`src/hdl/ntsm_pkg.sv`:
```
// Package for the nearest-template SSD matcher: widths, constants and the
// word types shared by the top level and the accumulator. No dependencies.
package ntsm_pkg;

    localparam int MAX_RECORDS = 16;
    localparam int SAMPLE_BITS = 10;

    localparam int VALUE_W   = 10;
    localparam int INDEX_W   = 4;
    localparam int ERROR_W   = 32;
    localparam int SQ_W      = 2 * VALUE_W;
    localparam int COUNT_W   = $clog2(MAX_RECORDS + 1);
    localparam int IDX_EXT_W = (COUNT_W > INDEX_W) ? COUNT_W : INDEX_W;

    localparam int IN_DATA_W  = 24;
    localparam int OUT_DATA_W = 40;
    localparam int OUT_USER_W = 2;

    localparam logic [ERROR_W-1:0] SUM_MAX = {ERROR_W{1'b1}};
    localparam logic [VALUE_W-1:0] SAMPLE_MASK =
        VALUE_W'((64'd1 << SAMPLE_BITS) - 64'd1);

    typedef struct packed {
        logic [VALUE_W-1:0] template_value;
        logic [VALUE_W-1:0] live_value;
        logic               end_of_record;
        logic               end_of_query;
    } item_t;

    typedef struct packed {
        logic [INDEX_W-1:0] best_index;
        logic [ERROR_W-1:0] best_error;
        logic               no_records;
        logic               overflowed;
    } result_t;

endpackage

```
`src/hdl/ntsm_accum.sv`:
```
// Square-and-accumulate datapath with best-record tracking and query state.
// Depends on ntsm_pkg.
module ntsm_accum
(
    input  logic            clk,
    input  logic            rst_n,
    input  logic            step,
    input  ntsm_pkg::item_t item,
    output ntsm_pkg::result_t res
);

    logic [ntsm_pkg::ERROR_W-1:0] running_sum_reg, running_sum_next;
    logic [ntsm_pkg::ERROR_W-1:0] best_sum_reg, best_sum_next;
    logic [ntsm_pkg::COUNT_W-1:0] best_record_reg, best_record_next;
    logic [ntsm_pkg::COUNT_W-1:0] record_count_reg, record_count_next;
    logic                         overflow_seen_reg, overflow_seen_next;

    logic [ntsm_pkg::VALUE_W-1:0]   t_val, l_val, diff;
    logic [ntsm_pkg::SQ_W-1:0]      sq;
    logic [ntsm_pkg::ERROR_W:0]     sum_wide;
    logic [ntsm_pkg::ERROR_W-1:0]   sum_sat;
    logic [ntsm_pkg::ERROR_W-1:0]   best_sum_upd;
    logic [ntsm_pkg::COUNT_W-1:0]   best_record_upd, record_count_upd;
    logic                           overflow_upd;
    logic [ntsm_pkg::IDX_EXT_W-1:0] best_record_ext;

    always_comb
    begin
        t_val    = item.template_value & ntsm_pkg::SAMPLE_MASK;
        l_val    = item.live_value & ntsm_pkg::SAMPLE_MASK;
        diff     = (t_val >= l_val) ? (t_val - l_val) : (l_val - t_val);
        sq       = ntsm_pkg::SQ_W'(diff) * ntsm_pkg::SQ_W'(diff);
        sum_wide = {1'b0, running_sum_reg} + (ntsm_pkg::ERROR_W + 1)'(sq);
        sum_sat  = sum_wide[ntsm_pkg::ERROR_W] ? ntsm_pkg::SUM_MAX
                                               : sum_wide[ntsm_pkg::ERROR_W-1:0];

        best_sum_upd     = best_sum_reg;
        best_record_upd  = best_record_reg;
        record_count_upd = record_count_reg;
        overflow_upd     = overflow_seen_reg;
        running_sum_next = sum_sat;

        if (item.end_of_record)
        begin
            if (record_count_reg >= ntsm_pkg::COUNT_W'(ntsm_pkg::MAX_RECORDS))
            begin
                overflow_upd = 1'b1;
            end
            else
            begin
                // strict less-than: earliest record wins a tie
                if ((record_count_reg == '0) || (sum_sat < best_sum_reg))
                begin
                    best_sum_upd    = sum_sat;
                    best_record_upd = record_count_reg;
                end
                record_count_upd = record_count_reg + 1'b1;
            end
            running_sum_next = '0;
        end

        best_sum_next      = best_sum_upd;
        best_record_next   = best_record_upd;
        record_count_next  = record_count_upd;
        overflow_seen_next = overflow_upd;

        // query closes: back to the reset state
        if (item.end_of_query)
        begin
            running_sum_next   = '0;
            best_sum_next      = ntsm_pkg::SUM_MAX;
            best_record_next   = '0;
            record_count_next  = '0;
            overflow_seen_next = 1'b0;
        end

        best_record_ext = ntsm_pkg::IDX_EXT_W'(best_record_upd);
        res.no_records  = (record_count_upd == '0);
        res.overflowed  = overflow_upd;
        res.best_index  = res.no_records ? '0 : best_record_ext[ntsm_pkg::INDEX_W-1:0];
        res.best_error  = res.no_records ? ntsm_pkg::SUM_MAX : best_sum_upd;
    end

    always_ff @(posedge clk or negedge rst_n)
    begin
        if (!rst_n)
        begin
            running_sum_reg   <= '0;
            best_sum_reg      <= ntsm_pkg::SUM_MAX;
            best_record_reg   <= '0;
            record_count_reg  <= '0;
            overflow_seen_reg <= 1'b0;
        end
        else if (step)
        begin
            running_sum_reg   <= running_sum_next;
            best_sum_reg      <= best_sum_next;
            best_record_reg   <= best_record_next;
            record_count_reg  <= record_count_next;
            overflow_seen_reg <= overflow_seen_next;
        end
    end

endmodule

```
`src/hdl/nearest_template_ssd_match.sv`:
```
// Top level of the nearest-template SSD matcher: input word register, the
// accumulator and the result register. Depends on ntsm_pkg and ntsm_accum.
//
// Use:
//   The slave channel takes one word per template element: s_tdata carries
//   the template element and the matching live element, s_tuser flags the
//   last element of a record and s_tlast flags the last word of a query.
//   Each word adds the squared difference (saturating at all ones) to the
//   record's running sum; a closed record is compared with the best so far.
//   On the last word of a query the master channel presents one word with
//   the best record index, its error, a no-records flag and an overflow
//   flag (records beyond the limit are dropped and flagged).
//   Timing: the accepted closing word sits in the input register; when it
//   moves on, the result register loads and m_tvalid rises.
//   Throughput: one word per cycle unless a closing word is held (see Stall),
//   set by the single square-and-add stage feeding the accumulator register.
//   Stall: a waiting result does not block ordinary words; only a further
//   query-closing word waits in the input register until the previous
//   result is taken, and s_tready drops meanwhile.
//   Reset: both registers empty, sums cleared, best error all ones.
module nearest_template_ssd_match
(
    input  logic                              clk,
    input  logic                              rst_n,
    input  logic                              s_tvalid,
    output logic                              s_tready,
    // [9:0] template_value, [19:10] live_value, [23:20] zero
    input  logic [ntsm_pkg::IN_DATA_W-1:0]    s_tdata,
    // [0] end_of_record
    input  logic                              s_tuser,
    input  logic                              s_tlast,   // end_of_query
    output logic                              m_tvalid,
    input  logic                              m_tready,
    // [3:0] best_index, [35:4] best_error, [39:36] zero
    output logic [ntsm_pkg::OUT_DATA_W-1:0]   m_tdata,
    // [0] no_records, [1] overflowed
    output logic [ntsm_pkg::OUT_USER_W-1:0]   m_tuser
);

    logic              in_valid_reg, in_valid_next;
    ntsm_pkg::item_t   in_item_reg, in_item_next;
    logic              out_valid_reg, out_valid_next;
    ntsm_pkg::result_t out_res_reg, out_res_next;
    ntsm_pkg::result_t acc_res;
    logic              advance;
    logic              emit;

    // the stage holds only a query-closing word while a result still waits
    assign advance  = in_valid_reg
                      && !(in_item_reg.end_of_query && out_valid_reg && !m_tready);
    assign emit     = advance && in_item_reg.end_of_query;
    assign s_tready = !in_valid_reg || advance;

    always_comb
    begin
        in_valid_next = s_tready ? s_tvalid : in_valid_reg;

        in_item_next                = in_item_reg;
        if (s_tready && s_tvalid)
        begin
            in_item_next.template_value = s_tdata[ntsm_pkg::VALUE_W-1:0];
            in_item_next.live_value     = s_tdata[2*ntsm_pkg::VALUE_W-1:ntsm_pkg::VALUE_W];
            in_item_next.end_of_record  = s_tuser;
            in_item_next.end_of_query   = s_tlast;
        end

        out_valid_next = out_valid_reg;
        out_res_next   = out_res_reg;
        if (emit)
        begin
            out_valid_next = 1'b1;
            out_res_next   = acc_res;
        end
        else if (m_tready)
        begin
            out_valid_next = 1'b0;
        end
    end

    ntsm_accum u_accum
    (
        .clk   (clk),
        .rst_n (rst_n),
        .step  (advance),
        .item  (in_item_reg),
        .res   (acc_res)
    );

    always_ff @(posedge clk or negedge rst_n)
    begin
        if (!rst_n)
        begin
            in_valid_reg  <= 1'b0;
            out_valid_reg <= 1'b0;
        end
        else
        begin
            in_valid_reg  <= in_valid_next;
            out_valid_reg <= out_valid_next;
        end
    end

    always_ff @(posedge clk)
    begin
        in_item_reg <= in_item_next;
        out_res_reg <= out_res_next;
    end

    assign m_tvalid = out_valid_reg;
    assign m_tdata  = {{(ntsm_pkg::OUT_DATA_W - ntsm_pkg::ERROR_W - ntsm_pkg::INDEX_W){1'b0}},
                       out_res_reg.best_error, out_res_reg.best_index};
    assign m_tuser  = {out_res_reg.overflowed, out_res_reg.no_records};

    // a query-closing word that moves on always loads the result register
    a_emit_loads: assert property (@(posedge clk) disable iff (!rst_n)
        emit |=> m_tvalid)
        else $error("closing word did not produce a result");

    // back-pressure only while a result waits downstream
    a_ready_cause: assert property (@(posedge clk) disable iff (!rst_n)
        !s_tready |-> (m_tvalid && !m_tready))
        else $error("input stalled without a waiting result");

    // an empty query reports index zero and an all-ones error
    a_empty_query: assert property (@(posedge clk) disable iff (!rst_n)
        (m_tvalid && m_tuser[0]) |->
            (m_tdata[ntsm_pkg::INDEX_W-1:0] == '0
             && m_tdata[ntsm_pkg::INDEX_W+ntsm_pkg::ERROR_W-1:ntsm_pkg::INDEX_W]
                == ntsm_pkg::SUM_MAX))
        else $error("empty query result malformed");

endmodule
```
`config.mk`:
```
export PLATFORM = sky130hd
export DESIGN_NAME = nearest_template_ssd_match
export DESIGN_NICKNAME = d
export VERILOG_FILES = /design/src/hdl/ntsm_pkg.sv /design/src/hdl/ntsm_accum.sv /design/src/hdl/nearest_template_ssd_match.sv
export SDC_FILE = /design/constraint.sdc
export NUM_CORES = 1
export LEC_CHECK = 0
export ABC_AREA = 0
export BUFFER_PORTS_ARGS = -buffer_cell sky130_fd_sc_hd__buf_2
export CORE_MARGIN = 5
export CORE_UTILIZATION = 45
export CTS_CLUSTER_SIZE = 40
export DETAILED_ROUTE_END_ITERATION = 7
export GPL_TIMING_DRIVEN = 0
export SETUP_SLACK_MARGIN = 0.1
export SLEW_MARGIN = 20
export SYNTH_ARGS = -nofsm -noshare
export SYNTH_HDL_FRONTEND = slang
export SYNTH_HIERARCHICAL = 1
export SYNTH_SLANG_ARGS = --single-unit
```
`constraint.sdc`:
```
create_clock -name clk -period 8.95 [get_ports clk]
set_input_delay 1.3425 -clock clk [delete_from_list [all_inputs] [get_ports clk]]
set_output_delay 1.3425 -clock clk [all_outputs]
set_load 0.02 [all_outputs]
```
# Word level (Yosys, flattened, before mapping)
# Index checks and enable logic that the tools add are counted.
# word_totals
register_bits	136
word_cells	56
# classes
n_mul	1
reduce_logical	13
n_lt_le_gt_ge	3
add_sub_neg	4
mux	20
# op_table
cell	count
32-bit 2-to-1 mux	7
32-bit by 20-bit adder with 33-bit output	1
32-bit < comparator	1
10-bit by 10-bit multiplier with 20-bit output	1
10-bit subtractor	2
4-bit 2-to-1 mux	4
5-bit 2-to-1 mux	3
10-bit greater-or-equal comparator	1
5-bit logical NOT	2
10-bit 2-to-1 mux	1
5-bit by 1-bit adder with 5-bit output, second input constant	1
5-bit greater-or-equal comparator, second input constant	1
1-bit logical AND	5
1-bit 2-to-1 mux	5
1-bit logical NOT	3
1-bit logical OR	2
2-bit nonzero test	1

# Logic depth before layout (Yosys ltp)
# Gate-level depths: netlist (run 1).
# depth
word_depth	11
mapped_depth	46

# Cells and area by module
# The synthesis (run 1) kept the hierarchy.
# by_module_without_submodules
module	n_inst	cells_per_inst	area_per_inst_um2	seq_area_each_um2
ntsm_accum	1	1147	9576.7	1891.8
nearest_template_ssd_match	1	75	1941.9	1851.8

# Worst setup path before layout (run 1)
# Ideal clock, no wire load.
# synth_path
path_kind	register to register
from	register in_item_reg[12] (netlist name)
to	register out_res_reg, in the netlist m_tdata[21], data pin
required_ps	8672
slack_ps	-525
synth_period_minus_slack_ps	9475
path_stages_with_launch	41
t_arrival_ps	9197
cell_sequence	edfxtp_1 inv_1 ha_1 inv_1 fa_1 a21o_1 a221oi_4 a21oi_4 o311a_1 a311o_1 xnor2_2 buf_2 nand2b_1 fa_1 inv_1 fa_1 inv_1 fa_1 [5 not listed] ha_1 clkbuf_1 nand3_1 or2_2 o21ai_0 nand3_1 mux2_2 o21ai_0 ha_1 or3_1 o211ai_1 o21ai_0 nor4_1 nor2_2 buf_2 buf_2 nand2_1 o211ai_1
# synth_via
elab_chain_len	10
word_cells_on_any_way	12
# synth_lines
element	line_no	source
start, declared	nearest_template_ssd_match.sv:41	ntsm_pkg::item_t in_item_reg, in_item_next;
start signal, assigned	nearest_template_ssd_match.sv:105	in_item_reg <= in_item_next;
10-bit subtractor / 10-bit greater-or-equal comparator (equally long branches)	ntsm_accum.sv:31	diff = (t_val >= l_val) ? (t_val - l_val) : (l_val - t_val);
10-bit 2-to-1 mux (*)	ntsm_accum.sv:31	
10-bit by 10-bit multiplier with 20-bit output (*)	ntsm_accum.sv:32	sq = ntsm_pkg::SQ_W'(diff) * ntsm_pkg::SQ_W'(diff);
32-bit by 20-bit adder with 33-bit output (*)	ntsm_accum.sv:33	sum_wide = {1'b0, running_sum_reg} + (ntsm_pkg::ERROR_W + 1)'(sq);
32-bit 2-to-1 mux (*)	ntsm_accum.sv:34	sum_sat = sum_wide[ntsm_pkg::ERROR_W] ? ntsm_pkg::SUM_MAX
32-bit < comparator	ntsm_accum.sv:52	if ((record_count_reg == '0) || (sum_sat < best_sum_reg))
1-bit logical OR	ntsm_accum.sv:52	
32-bit 2-to-1 mux (*)	ntsm_accum.sv:52	
32-bit 2-to-1 mux (*)	ntsm_accum.sv:45	if (record_count_reg >= ntsm_pkg::COUNT_W'(ntsm_pkg::MAX_RECORDS))
32-bit 2-to-1 mux (*)	ntsm_accum.sv:43	if (item.end_of_record)
end signal, assigned	nearest_template_ssd_match.sv:106	out_res_reg <= out_res_next;
end, declared	nearest_template_ssd_match.sv:43	ntsm_pkg::result_t out_res_reg, out_res_next;
# Every way passes the cells marked *; elsewhere a longest branch is shown, timed or not.
# A chain may end at the register's enable or synchronous reset.

# Final worst setup path (run 1)
# layout_path
from	register in_item_reg[17] (netlist name)
to	register out_res_reg, in the netlist m_tdata[18], data pin
# The elaborated chain is that of the path after synthesis.

==> impl_summary.md, run 1 <==
Clocking
The CTS tree is yes. The maximum level of the CTS H-tree is 4. The total number of clock tree sinks is 136. The later pin in the worst-skew pair is clocked with a latency of 0.43 ns. The number of buffers inserted during clock tree synthesis is 17.

The clock input transition at the sequential cells of the worst setup and hold paths is 0.07 ns. The master cell of the clock root buffer is clkbuf_16. The maximum buffer depth of the clock tree is 2.

Worst hold path
The path type of the worst min-delay path is flop to flop. Counting instances, the worst hold path has a depth of 1. For hold timing, the worst endpoint is u_accum/running_sum_reg[21]. The worst hold path begins at u_accum/running_sum_reg[21].

Drt
Dividing the detail-routed wire length by the instance count gives 19.7 µm. The first routing iteration left 761 violations. The total iterations of the first detailed-routing run is 7. The remaining antenna violation count is 0. In the routed design, unresolved DRC markers number 0. After detailed routing, the total wire length is 34300 µm.

The average vias per placed instance is 5.67. The via count of the routed design is 9841.

Global route
The first global-routing pass estimated 53900 µm of wire. The via count of the first global-routing pass is 10000. Entering global routing, the biggest net connects 43 pins.

Summed over all layers, the global routing overflow is 0. The number of antenna violations at the first check in global routing is 0. Global routing used 23.8% of the available tracks.

STA
The smallest clock period supported by the final layout is computed as 9.79 ns. In this run the tightest slew margin relative to its limit is 32.4%. The achievable clock frequency is 0.102 GHz. The slack of the critical path is -0.839 ns. Dividing the final minimum period by the clock period gives 109%.

Setup repair after global routing could not meet its margin everywhere. The count of final hold-check violations is 0. The transition time of the tightest slew-check pin is 1.01 ns. The final count of negative-setup-slack endpoints is 72. Across the routed clock network, the largest skew measured is 0.0165 ns.

The max-slew violation total from the final report is 0.

Place
Timing analysis after detailed placement gives a worst setup slack of -1.65 ns. The estimated wirelength of the detail-placed design is 23800 µm. The quantity of I/O buffers inserted on ports is 65. The congestion estimate from routability-driven global placement came to 0.887.

Worst setup path
The worst setup path is of the flop to flop kind. The largest individual stage delay along the critical path comes from the cell fa_1. At the worst endpoint, the arrival time is 9.89 ns. In this run the critical register-to-register path is launched from in_item_reg[17]. The worst path required time is 9.05 ns. The worst setup path is launched from a flop. The number of buffer and inverter instances along the worst setup path is 12.

The reg-to-reg setup timing slack is -0.84 ns. The number of cell instances on the worst register-to-register path is 40. In this run the worst path has a maximum fanout of 10.

The critical register-to-register path endpoint is m_tdata[18]. The cell repeated most along the worst path is fa_1. The critical path endpoint category is a flop.

The largest single stage delay on the critical path is 0.51 ns. Grouping stages by cell kind, the critical path spends the most delay in adder cells.

Finish
Compared with the post-synthesis result, the final layout area differs by 33.9%. The flip-flop count of the largest register, all copies and words added is 36. After filler insertion, the fill cell instance count of the layout stands at 2059. The final-stage net count is 1600. The share of layout cells above drive strength 1 is 34.1%. The repair_antennas step left the layout with diodes totalling 0.

Floorplanning
The floorplan step defined a die boundary enclosing 28900 µm². The floorplan has 58 rows. The horizontal extent of the die is 170 µm.

For this configuration, the core starts out at a cell density of 45.7%. The area of the core is 25200 µm². 74 I/O pins were placed. The vertical die dimension is 170 µm.

Synth
The Yosys warning count is 6. Among all flip-flop cells after synthesis, the most frequent one is edfxtp_1. The count of flip-flops with a built-in enable after synthesis is 60. The biggest area contributor in the post-synthesis netlist is edfxtp_1.

The share of synthesized area in the top cell type comes to 15.6%. The post-synthesis sequential area ratio is 32.5%. The post-synthesis instance area is 11500 µm². Ranked by total cell area, the synthesized netlist is headed by edfxtp_1 16%, ha_1 12%, fa_1 12%, dfrtp_1 9.6%, dfstp_2 7.3%. In this run, synthesis produced a sequential element count of 136. The async set-reset flop share out of synthesis is 55.9%. Synthesis produced 1222 cells. The number of distinct library cell variants in the gate-level netlist after synthesis is 85. The mean area per synthesized cell is 9.43 µm².

Outcome
The checks that failed: negative setup slack. The run finished, with violations left.

Run
Across the run, the number of max-cap violations was 0.
cell usage after synthesis, drive strengths merged (5+ instances only):
cell	instances
nor3	31
mux2i	9
inv	205
nand4	8
nand2b	11
nor4	7
edfxtp	60
a21oi	41
dfrtp	44
clkbuf	27
fa	68
o211ai	32
xor2	11
nand2	85
o2bb2ai	5
nor2b	8
o22ai	8
and2	7
o31a	5
xnor2	21
buf	27
o21a	7
dfstp	32
a21boi	8
mux2	7
ha	109
a22o	22
a31oi	14
and3	9
o21ai	35
a211oi	12
nand3	27
a22oi	5
a311oi	22
a211o	6
or3	8
or2	13
a21o	11
nor2	116
metrics by stage:
step                      utilization [%]  cell area [µm²]  hold slack, ns  setup TNS (ns)  std cells
after global routing                 61.2            15400           0.528          -75.43       1736
after detailed placement             50.5            12700           0.484         -102.69       1622
after CTS                            58.7            14800           0.502          -43.23       1719
final                                61.2            15400           0.508          -48.65       1736
after global placement               50.3            12700           0.482          -97.63       1620
after floorplan                         -            11900           0.461               0       1225
kinds of logic after synthesis:
family                   share of synthesized area (%)
adder cells (fa/ha/maj)                           23.7
buffers and inverters                             9.10
multiplexers                                      1.47
flip-flops                                        32.5
XOR/XNOR                                          2.50
AND/OR/NAND/NOR                                   13.8
other                                           0.0326
AO/OA/AOI/OAI                                     16.9
worst reg2reg max path: cells and delay by family, from the launching register on:
family | cells | cell delay (ns)
flip-flops | 1 | 0.44
AND/OR/NAND/NOR | 8 | 1.07
AO/OA/AOI/OAI | 12 | 3.05
adder cells (fa/ha/maj) | 8 | 3.37
buffers and inverters | 12 | 1.50
cells in the final DEF, fill, tap and decap left out, drive strengths merged, types with 8 or more instances in the layout:
cell type / instances
and3: 9
clkbuf: 45
a211oi: 12
ha: 109
dfstp: 32
or2: 13
xor2: 11
a21o: 11
o22ai: 8
buf: 176
fa: 68
a311oi: 22
nand2b: 11
o211ai: 32
nor2b: 8
nand3: 27
dfrtp: 44
xnor2: 21
mux2i: 9
or3: 8
a22o: 22
a31oi: 14
nor3: 31
edfxtp: 60
a21boi: 8
a21oi: 41
nand2: 85
inv: 213
o21ai: 35
nor2: 116
nand4: 8
routing by layer:
metal  global-route usage (%)  vias to the layer above  wire (µm)
met4                     6.60                        0        754
met1                     33.1                     4869      15000
met5                        0                        -          0
li1                         -                     4572          -
met2                     37.6                      350      16100
met3                     5.57                       50       2450
timing repair:
action	CTS	global route
endpoints found under the setup margin	72	72
resized for setup	183	112
pin swaps	84	72
hold endpoints to repair	0	0
hold buffers	0	0
buffers inserted	58	20
gates cloned	7	1
layout make-up:
type,instances,area (µm²),area share [%]
Inverter,206,776,5.03
Timing Repair Buffer,150,1190,7.73
Multi-Input combinational cell,829,8220,53.3
Buffer,53,484,3.14
Clock buffer,18,450,2.92
Tap cell,330,413,2.68
Sequential cell,136,3740,24.3
Clock inverter,14,145,0.941
worst max path at each step:
| stage | from | to | depth (start not counted) |
|---|---|---|---|
| global placement | in_item_reg[18] | m_tdata[25] | 36 |
| detailed placement | in_item_reg[18] | m_tdata[25] | 35 |
| floorplan | in_item_reg[12] | m_tdata[27] | 40 |
| CTS | in_item_reg[12] | m_tdata[12] | 43 |
| global route | in_item_reg[12] | m_tdata[18] | 43 |
| finish | in_item_reg[17] | m_tdata[18] | 40 |
Power of run 1 is left out: the tool's default activity adds up to more than one toggle a clock period on the data nets, which glitch-free logic cannot reach.
==> inputs of run 2 (changes only) <==
--- a/config.mk
+++ b/config.mk
@@ -12,6 +12,7 @@
 export CTS_CLUSTER_SIZE = 40
 export DETAILED_ROUTE_END_ITERATION = 7
 export GPL_TIMING_DRIVEN = 0
+export REMOVE_ABC_BUFFERS = 1
 export SETUP_SLACK_MARGIN = 0.1
 export SLEW_MARGIN = 20
 export SYNTH_ARGS = -nofsm -noshare
==> run 2 against run 1 <==
  * The run still ends with negative setup slack left
  * Non-clock buffer count down 28
  * Global-route usage down 1.9 points
  * Maximum frequency fell by 0.58%
  * Clock-buffer cell count grew 2
  * Critical endpoint is now u_accum/best_sum_reg[11]
==> impl_summary.md, run 2 (synthesis gave the netlist of run 1 again) <==
Drt
The via count of the routed design is 9680 (-1.6%). The residual DRC count is 0 (unchanged). The remaining antenna violation count is 0 (unchanged). The post-detailed-routing wire length is 31800 µm (-7.3%). The initial DRC count came to 653 (-14%). The average routed wire per standard cell is 18.6 µm (-5.9%). The average vias per placed instance is 5.66 (-0.14%). The total iterations of the first detailed-routing run was 6 (-1).

Worst setup path
The critical register-to-register path endpoint is u_accum/best_sum_reg[11]. The arrival time at the worst endpoint is 10.18 ns (+0.29 ns). The start of the worst register-to-register path is in_item_reg[12]. The worst path required time was 9.29 ns (+0.24 ns). The capture point of the critical path is u_accum/best_sum_reg[11]. The slowest library cell on the worst path is fa_1. The number of cell instances on the worst register-to-register path is 44 (+10%). STA classifies the critical path endpoint as a flop. The maximum net fanout on the critical path was 11 (+1). The most critical setup path has its startpoint at in_item_reg[12]. The delay of the slowest cell on the worst path came to 0.55 ns (+0.04 ns). The reg-to-reg setup timing slack came to -0.90 ns (-0.06 ns). STA classifies the critical path startpoint as a flop. The cell repeated most along the worst path is inv_2. The kind of critical path is flop to flop.

Place
The cell count after placement is 1574 (-3.0%). The last weighted congestion value of the routability-driven placer is 0.893 (+0.72%). The quantity of I/O buffers inserted on ports came to 65 (unchanged). The estimated wirelength of the detail-placed design is 20100 µm (-16%).

STA
The count of final hold-check violations came to 0 (unchanged). The relative slew slack is 30.3% (-2.1 points). The achievable clock frequency is 0.102 GHz (-0.58%). The transition time of the tightest slew-check pin is 1.05 ns (+0.0313 ns). The max-slew violation total from the final report is 0 (unchanged).

The worst-case clock skew is 0.0163 ns (-0.000216 ns). The share of the clock period used by the worst path after layout is 110% (+0.64 points). Setup repair after global routing could not meet its margin everywhere. The final count of negative-setup-slack endpoints is 73 (+1.4%).

The clock period minus worst slack was 9.85 ns (+0.0575 ns). The slack of the critical path was -0.896 ns (-0.0575 ns).

Clocking
The tree is rooted in a clkbuf_16. TritonCTS built the clock tree. The maximum level of the CTS H-tree is 4 (unchanged). The clock input transition at the sequential cells of the worst setup and hold paths was 0.07 ns (about the same). The number of buffers inserted during clock tree synthesis is 17 (unchanged). The total number of clock tree sinks is 136 (unchanged). The maximum buffer depth of the clock tree is 2 (unchanged). The number of buffers added to fix hold violations after cts is 0 (unchanged). The clock latency on the worst-skew pair is 0.43 ns (about the same).

Finish
The number of diodes added for antenna fixing is 0 (unchanged). In the layout the commonest cells are 190 x inv_1, 90 x nor2_1, 84 x ha_1. The flip-flop count of the largest register, all copies and words added is 36 (unchanged). The share of layout cells above drive strength 1 is 33.8% (-0.30 points).

The final-stage net count is 1574 (-1.6%). Compared with the post-synthesis result, the final layout area differs by 31.9%. The final cell count without fillers is 1710 (-1.5%). Leaving out fill and tap cells, the most frequent cell in the layout is inv_1.

Global route
The total overflow reported by the global router is 0 (unchanged). The total routing resource utilization after global routing is 21.9% (-1.9 points). The pin count of the biggest net entering global routing is 42 (-2.3%). The global-route wire length before repair came to 50900 µm (-5.6%). The number of antenna violations at the first check in global routing is 0 (unchanged).

The via count of the first global-routing pass is 9901 (-1.0%).

Floorplanning
The I/O pin count is 74 (unchanged). The row count was 58 (unchanged). The area of the core was 25200 µm² (unchanged). The vertical die dimension came to 170 µm (unchanged). The full die area came to 28900 µm² (unchanged). The horizontal extent of the die was 170 µm (unchanged).

The starting density of the core is 45.7% (unchanged).

Outcome
The run finished, with violations left. The final reports fail on negative setup slack.

Run
The reported max-cap violation count is 0 (unchanged).

Worst hold path
The path class of the tightest hold or removal check is flop to flop.
==> run 2: cell types whose count changed in the layout (fill, tap and decap cells not counted), moves of 5 or more <==
cell / change
clkbuf_1: -19
a311oi_2: -8
a311oi_1: +7
buf_8: -7
nand2_2: +7
nor3_2: -7
nor3_1: +5
==> run 2: layout make-up <==
class                   count  area, µm²
clock buffers              20        458
clock inverters            12        163
fillers                  2011       9990
inverters                 206        773
multi-input cells         831       8120
flip-flops and latches    136       3740
well taps                 330        413
repair buffers            175       1520
==> run 2: worst min path at each step <==
stage	start	end	slack, ns	depth (start not counted)
floorplan	u_accum/running_sum_reg[0]	u_accum/running_sum_reg[0]	0.46	1
global placement	u_accum/running_sum_reg[21]	u_accum/running_sum_reg[21]	0.49	1
detailed placement	u_accum/running_sum_reg[21]	u_accum/running_sum_reg[21]	0.48	1
CTS	u_accum/running_sum_reg[0]	u_accum/running_sum_reg[0]	0.50	1
global route	u_accum/running_sum_reg[21]	u_accum/running_sum_reg[21]	0.52	1
finish	u_accum/running_sum_reg[0]	u_accum/running_sum_reg[0]	0.50	1
==> run 2: critical path: cells and delay by family, from the launching register on <==
kind	cells	cell delay, ns
simple gates	9	0.85
mux	2	0.61
flops	1	0.38
fa+ha+maj	9	3.69
xor+xnor	1	0.25
compound gates	9	2.57
buf+inv	14	1.39
==> run 2: timing repair <==
item / CTS / global route
gates cloned: 8 / 3
endpoints found under the setup margin: 80 / 73
pin swaps: 87 / 73
endpoints found under the hold margin: 0 / 0
resized for setup: 217 / 105
buffers inserted: 89 / 22
==> run 2: layer usage <==
metal / up-vias / part of all wire [%] / track usage, %
met5: - / 0 / 0
met3: 70 / 5.1 / 3.34
li1: 4514 / - / -
met1: 4796 / 45 / 30.3
met4: 0 / 2.6 / 7.53
met2: 300 / 48 / 35.2
==> run 2: metrics by stage <==
step / worst slack [ns] / util [%] / cell area (µm²) / hold slack (ns) / setup TNS, ns
after floorplan: -2.54 / - / 11300 / 0.461 / -146.17
after global placement: -6.20 / 47.6 / 12000 / 0.485 / -388.00
after detailed placement: -2.65 / 48.6 / 12200 / 0.482 / -170.78
after CTS: -0.810 / 58.5 / 14700 / 0.501 / -53.27
after global routing: -1.25 / 60.3 / 15200 / 0.518 / -84.27
final: -0.896 / 60.3 / 15200 / 0.501 / -59.92
Power of run 2 is left out for the same reason.
